===== src/rtl/core/ppf_pkg.sv =====
`timescale 1ns / 1ps
// shared types and constants of the pure pursuit path follower
package ppf_pkg;

  localparam int unsigned PPF_PATH_DEPTH = 1024;

  typedef enum logic [1:0] {
    ACT_CLEAR  = 2'd0,
    ACT_APPEND = 2'd1,
    ACT_TICK   = 2'd2,
    ACT_CANCEL = 2'd3
  } action_e;

  typedef enum logic [2:0] {
    ST_FOLLOW  = 3'd0,
    ST_REACHED = 3'd1,
    ST_EMPTY   = 3'd2,
    ST_CANCEL  = 3'd3,
    ST_IDLE    = 3'd4
  } status_e;

  typedef enum logic [1:0] {
    REG_LOOKAHEAD = 2'd0,
    REG_MAX_LIN   = 2'd1,
    REG_MAX_ANG   = 2'd2,
    REG_GOAL_TOL  = 2'd3
  } cfg_idx_e;

  typedef enum logic {
    DS_DIV  = 1'b0,
    DS_SQRT = 1'b1
  } ds_op_e;

  localparam logic [30:0] RST_LOOKAHEAD = 31'd52429;
  localparam logic [30:0] RST_MAX_LIN   = 31'd32768;
  localparam logic [30:0] RST_MAX_ANG   = 31'd65536;
  localparam logic [30:0] RST_GOAL_TOL  = 31'd19661;

  localparam logic [31:0] MIN_LD     = 32'd655;
  localparam logic [30:0] MIN_SPEED  = 31'd6554;
  localparam logic [16:0] TURN_FLOOR = 17'd19661;
  localparam logic [25:0] TURN_KNEE  = 26'd32768;
  localparam logic [31:0] PI_Q30     = 32'd3373259426;
  localparam logic [13:0] OCTANT     = 14'd8192;

  // floor(x/d) = (x*m) >> s for x below 2^30
  localparam logic [63:0] RECIP_6     = ((64'd1 << 33) + 64'd5) / 64'd6;
  localparam logic [63:0] RECIP_24    = ((64'd1 << 35) + 64'd23) / 64'd24;
  localparam logic [63:0] RECIP_120   = ((64'd1 << 37) + 64'd119) / 64'd120;
  localparam logic [63:0] RECIP_720   = ((64'd1 << 40) + 64'd719) / 64'd720;
  localparam logic [63:0] RECIP_5040  = ((64'd1 << 43) + 64'd5039) / 64'd5040;
  localparam logic [63:0] RECIP_40320 = ((64'd1 << 46) + 64'd40319) / 64'd40320;

endpackage


===== src/rtl/core/ppf_divsqrt.sv =====
`timescale 1ns / 1ps
// iterative unsigned divider and integer square root, one bit per cycle
module ppf_divsqrt
  import ppf_pkg::*;
(
  input  logic        clk_i,
  input  logic        rst_ni,
  input  logic        start_i,
  input  ds_op_e      op_i,
  input  logic [63:0] num_i,
  input  logic [31:0] den_i,
  output logic        done_o,
  output logic [63:0] res_o
);

  logic        busy_q, busy_d;
  logic        done_q, done_d;
  ds_op_e      op_q, op_d;
  logic [63:0] n_q, n_d;
  logic [34:0] rem_q, rem_d;
  logic [63:0] quo_q, quo_d;
  logic [31:0] den_q, den_d;
  logic [5:0]  cnt_q, cnt_d;
  logic [34:0] trial;
  logic [34:0] sub;

  always_comb begin
    busy_d = busy_q;
    done_d = 1'b0;
    op_d   = op_q;
    n_d    = n_q;
    rem_d  = rem_q;
    quo_d  = quo_q;
    den_d  = den_q;
    cnt_d  = cnt_q;
    trial  = '0;
    sub    = '0;
    if (start_i) begin
      busy_d = 1'b1;
      op_d   = op_i;
      n_d    = num_i;
      rem_d  = '0;
      quo_d  = '0;
      den_d  = den_i;
      cnt_d  = (op_i == DS_SQRT) ? 6'd31 : 6'd63;
    end else if (busy_q) begin
      if (op_q == DS_SQRT) begin
        trial = {rem_q[32:0], n_q[63:62]};
        sub   = {1'b0, quo_q[31:0], 2'b01};
        n_d   = {n_q[61:0], 2'b00};
      end else begin
        trial = {rem_q[33:0], n_q[63]};
        sub   = {3'b000, den_q};
        n_d   = {n_q[62:0], 1'b0};
      end
      if (trial >= sub) begin
        rem_d = trial - sub;
        quo_d = {quo_q[62:0], 1'b1};
      end else begin
        rem_d = trial;
        quo_d = {quo_q[62:0], 1'b0};
      end
      cnt_d = cnt_q - 6'd1;
      if (cnt_q == '0) begin
        busy_d = 1'b0;
        done_d = 1'b1;
      end
    end
  end

  always_ff @(posedge clk_i or negedge rst_ni) begin
    if (!rst_ni) begin
      busy_q <= 1'b0;
      done_q <= 1'b0;
      cnt_q  <= '0;
      op_q   <= DS_DIV;
    end else begin
      busy_q <= busy_d;
      done_q <= done_d;
      cnt_q  <= cnt_d;
      op_q   <= op_d;
    end
  end

  always_ff @(posedge clk_i) begin
    n_q   <= n_d;
    rem_q <= rem_d;
    quo_q <= quo_d;
    den_q <= den_d;
  end

  assign done_o = done_q;
  assign res_o  = quo_q;

endmodule


===== config.mk =====
export PLATFORM = sky130hd
export DESIGN_NAME = ppf_divsqrt
export DESIGN_NICKNAME = d
export VERILOG_FILES = /design/src/rtl/core/ppf_pkg.sv /design/src/rtl/core/ppf_divsqrt.sv
export SDC_FILE = /design/constraint.sdc
export NUM_CORES = 1
export LEC_CHECK = 0
export BUFFER_PORTS_ARGS = -buffer_cell sky130_fd_sc_hd__buf_2
export CORE_UTILIZATION = 46
export DETAILED_ROUTE_END_ITERATION = 12
export PLACE_DENSITY = 0.74
export SETUP_SLACK_MARGIN = 0.2
export SLEW_MARGIN = 20
export SYNTH_ARGS = -nofsm -noshare
export SYNTH_HDL_FRONTEND = slang
export SYNTH_SLANG_ARGS = --single-unit

===== constraint.sdc =====
create_clock -name clk_i -period 8.6 [get_ports clk_i]
set_input_delay 0.43 -clock clk_i [delete_from_list [all_inputs] [get_ports clk_i]]
set_output_delay 0.43 -clock clk_i [all_outputs]
set_load 0.1 [all_outputs]

==> metrics.txt <==
flop and latch count out of synthesis a little over 200; sequential-to-total area share from yosys stat 0.460; Comb pwr share 0.391; arrival time worst endpoint ~5.1 ns; Fin. Hold Viols 0; Synth top area share 0.261; Max Cap Violations 0; Distinct cells, synth 67; sequential cell area 5080 um2; Die X between 150 and 200 um; port bufs ~160; setup_tns 0 ns; hold depth 1; DRT iter0 DRCs 569; largest net degree at the start of global routing about 110; Vias 8,564; die area approximately 25,000 um2; VDD IR-drop max approximately 0.25 mV; Area contributors post-synth edfxtp_1 (26%), dfxtp_1 (18%), mux2i_1 (15%); Worst slew margin 0.326; Clock power frac 0.271; Hold-fix buffers, CTS 1; setup repair bufs after CTS 0; Worst R2R Path Depth 12; syn_area_per_cell a little under 10 um2; total iterations of the first detailed-routing run 5; n_diodes 0; worst-case clock buffer depth 3; core area 23,500 um2; critical path class reg2reg; pwr/cell area approximately 280 nW/um2; Die H approximately 160 um; worst min path class in2reg; post-DP HPWL about 17,000 um; Reg clk slew, reported paths ~0.060 ns; CTS H-tree lvls 1; Syn. warnings 0; Post-synth EDFFs 96; Core Rows 56; nets@finish around 1,400; antenna violations before repair 0; grt total ovfl 0; gpl congestion just under 0.9; Seq pwr share 0.338; clk_lat worst skew roughly 0.5 ns; worst slack, placed 3.59 ns; Post-route DRC 0; crit-path max FO 49; overall power between 3000 and 4000 uW; crit start category flop; Final Max Tran Viols 0; Synth Net Count between 1,000 and 1,500; Cell Area, Synth 11,000 um2; share of cells above drive strength 1 0.205; first-pass GRT wire length 39,400 um; Filler cells 2,086; Async S/R FF share, synth 0.0443; switching share of total power 0.363; Max Clk Rate between 0.2 and 0.25 GHz; Final WS setup 3.92 ns; vias per inst roughly 5.4; final setup vio count 0; commonest non-fill, non-tap cell in the layout buf_2; Ports 165; CP required roughly 9 ns; total CTS buffers 23; RSZ-0062 raised after global routing no; Crit. End Element flop; Slew @ Worst Pin approximately 1.0 ns; Post-Route WL between 20,000 and 25,000 um; Final min period 4.68 ns; Post-Route Skew roughly 0.0074 ns; clk root buf clkbuf_16; GRT Total Usage 0.195; vias in the first global route a little over 8,000; clock sinks 203; Period Utilization, post-route 0.544; CTS tree yes; DR WL/cell roughly 16 um; cts repair resizes 0; cell accounting for the most synthesized area edfxtp_1; NetSw around 1300 uW; Internal roughly 2300 uW; post-route antenna net violation count 0; Post-Syn Instances around 1,100; P&R area growth vs syn 16.0%; outcome finished clean; Initial Util 0.470; area of the multi-input gates 5620 um2; cell leakage power approximately 0.0059 uW; ys flop type dfxtp_1; most frequent cells in the layout buf_2 (163), mux2i_1 (162), nand2_1 (142)
==> layer usage <==
metal | track usage | part of all wire
met2 | 0.311 | 0.45
met4 | 0.0448 | 0.016
met3 | 0.0296 | 0.051
met1 | 0.277 | 0.48
met5 | 0 | 0
==> through the flow <==
stage	hold WS (ns)	cell area, um2	util	cells
4_1_cts	0.0783	12800	0.545	1576
5_1_grt	0.0821	12800	0.545	1576
6_report	0.100	12800	0.545	1576
3_5_place_dp	0.296	12000	0.512	1534
2_1_floorplan	0.134	11000	-	1114
3_3_place_gp	0.289	12000	0.512	1534
==> worst paths after layout <==
kind                           start   endpoint  slack [ns]
max reg2reg                     op_q  rem_q[28]        3.92
min reg2reg                rem_q[16]  rem_q[16]        0.50
max in group asynchronous     rst_ni       op_q        8.08
min                        den_i[18]  den_q[18]        0.10
max                             op_q  rem_q[28]        3.92
min in group asynchronous     rst_ni     done_o        0.31
==> cells by family (layout without fill, tap and decap cells) <==
kind of cell,count (synthesis),in the layout,share of synthesized area
simple gates,351,351,0.141
compound gates,218,218,0.124
flops,203,203,0.460
mux,196,196,0.182
buf+inv,84,227,0.0313
fa+ha+maj,37,37,0.0427
xor+xnor,25,25,0.0199
==> area by class of cell <==
| class | instances | area share |
|---|---|---|
| clock inverters | 14 | 0.00978 |
| clock buffers | 27 | 0.0494 |
| repair buffers | 172 | 0.0700 |
| well taps | 319 | 0.0312 |
| multi-input cells | 827 | 0.439 |
| flip-flops and latches | 203 | 0.397 |
| inverters | 14 | 0.00411 |
==> synthesized netlist by cell type, types with 13 or more instances <==
master,count
edfxtp_1,96
nor2_1,117
nand2_1,143
nor3_1,13
dfxtp_1,98
o21ai_0,85
xnor2_1,15
mux2i_1,162
nand3_1,16
clkbuf_1,44
a21oi_1,42
buf_1,14
inv_1,14
mux2_2,33
ha_1,36
a311oi_1,24
==> sequential cells by signal, indices dropped and copies added, names as in the netlist <==
signal  count
done_o      1
n_q        64
op_q        1
busy_q      1
res_o      64
rem_q      34
cnt_q       6
den_q      32
==> power groups by stage <==
stage / registers, uW / clock network, uW / logic (uW)
2_1_floorplan: 1230 / 0 / 1120
3_3_place_gp: 1230 / 0 / 1370
3_5_place_dp: 1230 / 0 / 1390
4_1_cts: 1220 / 998 / 1400
5_1_grt: 1230 / 1040 / 1570
6_report: 1220 / 977 / 1410
==> critical path, stage by stage, from the launching register on <==
cell      delay, ns
dfrtp_4        0.94
buf_4          0.74
mux2i_1        0.23
ha_1           0.29
fa_1           0.39
nand2b_1       0.21
a21oi_1        0.29
o211ai_1       0.16
a21boi_0       0.33
o21bai_1       0.25
a2111o_1       0.46
o311ai_0       0.14
o21ai_1        0.11
Power figures use the tool's default switching activity.
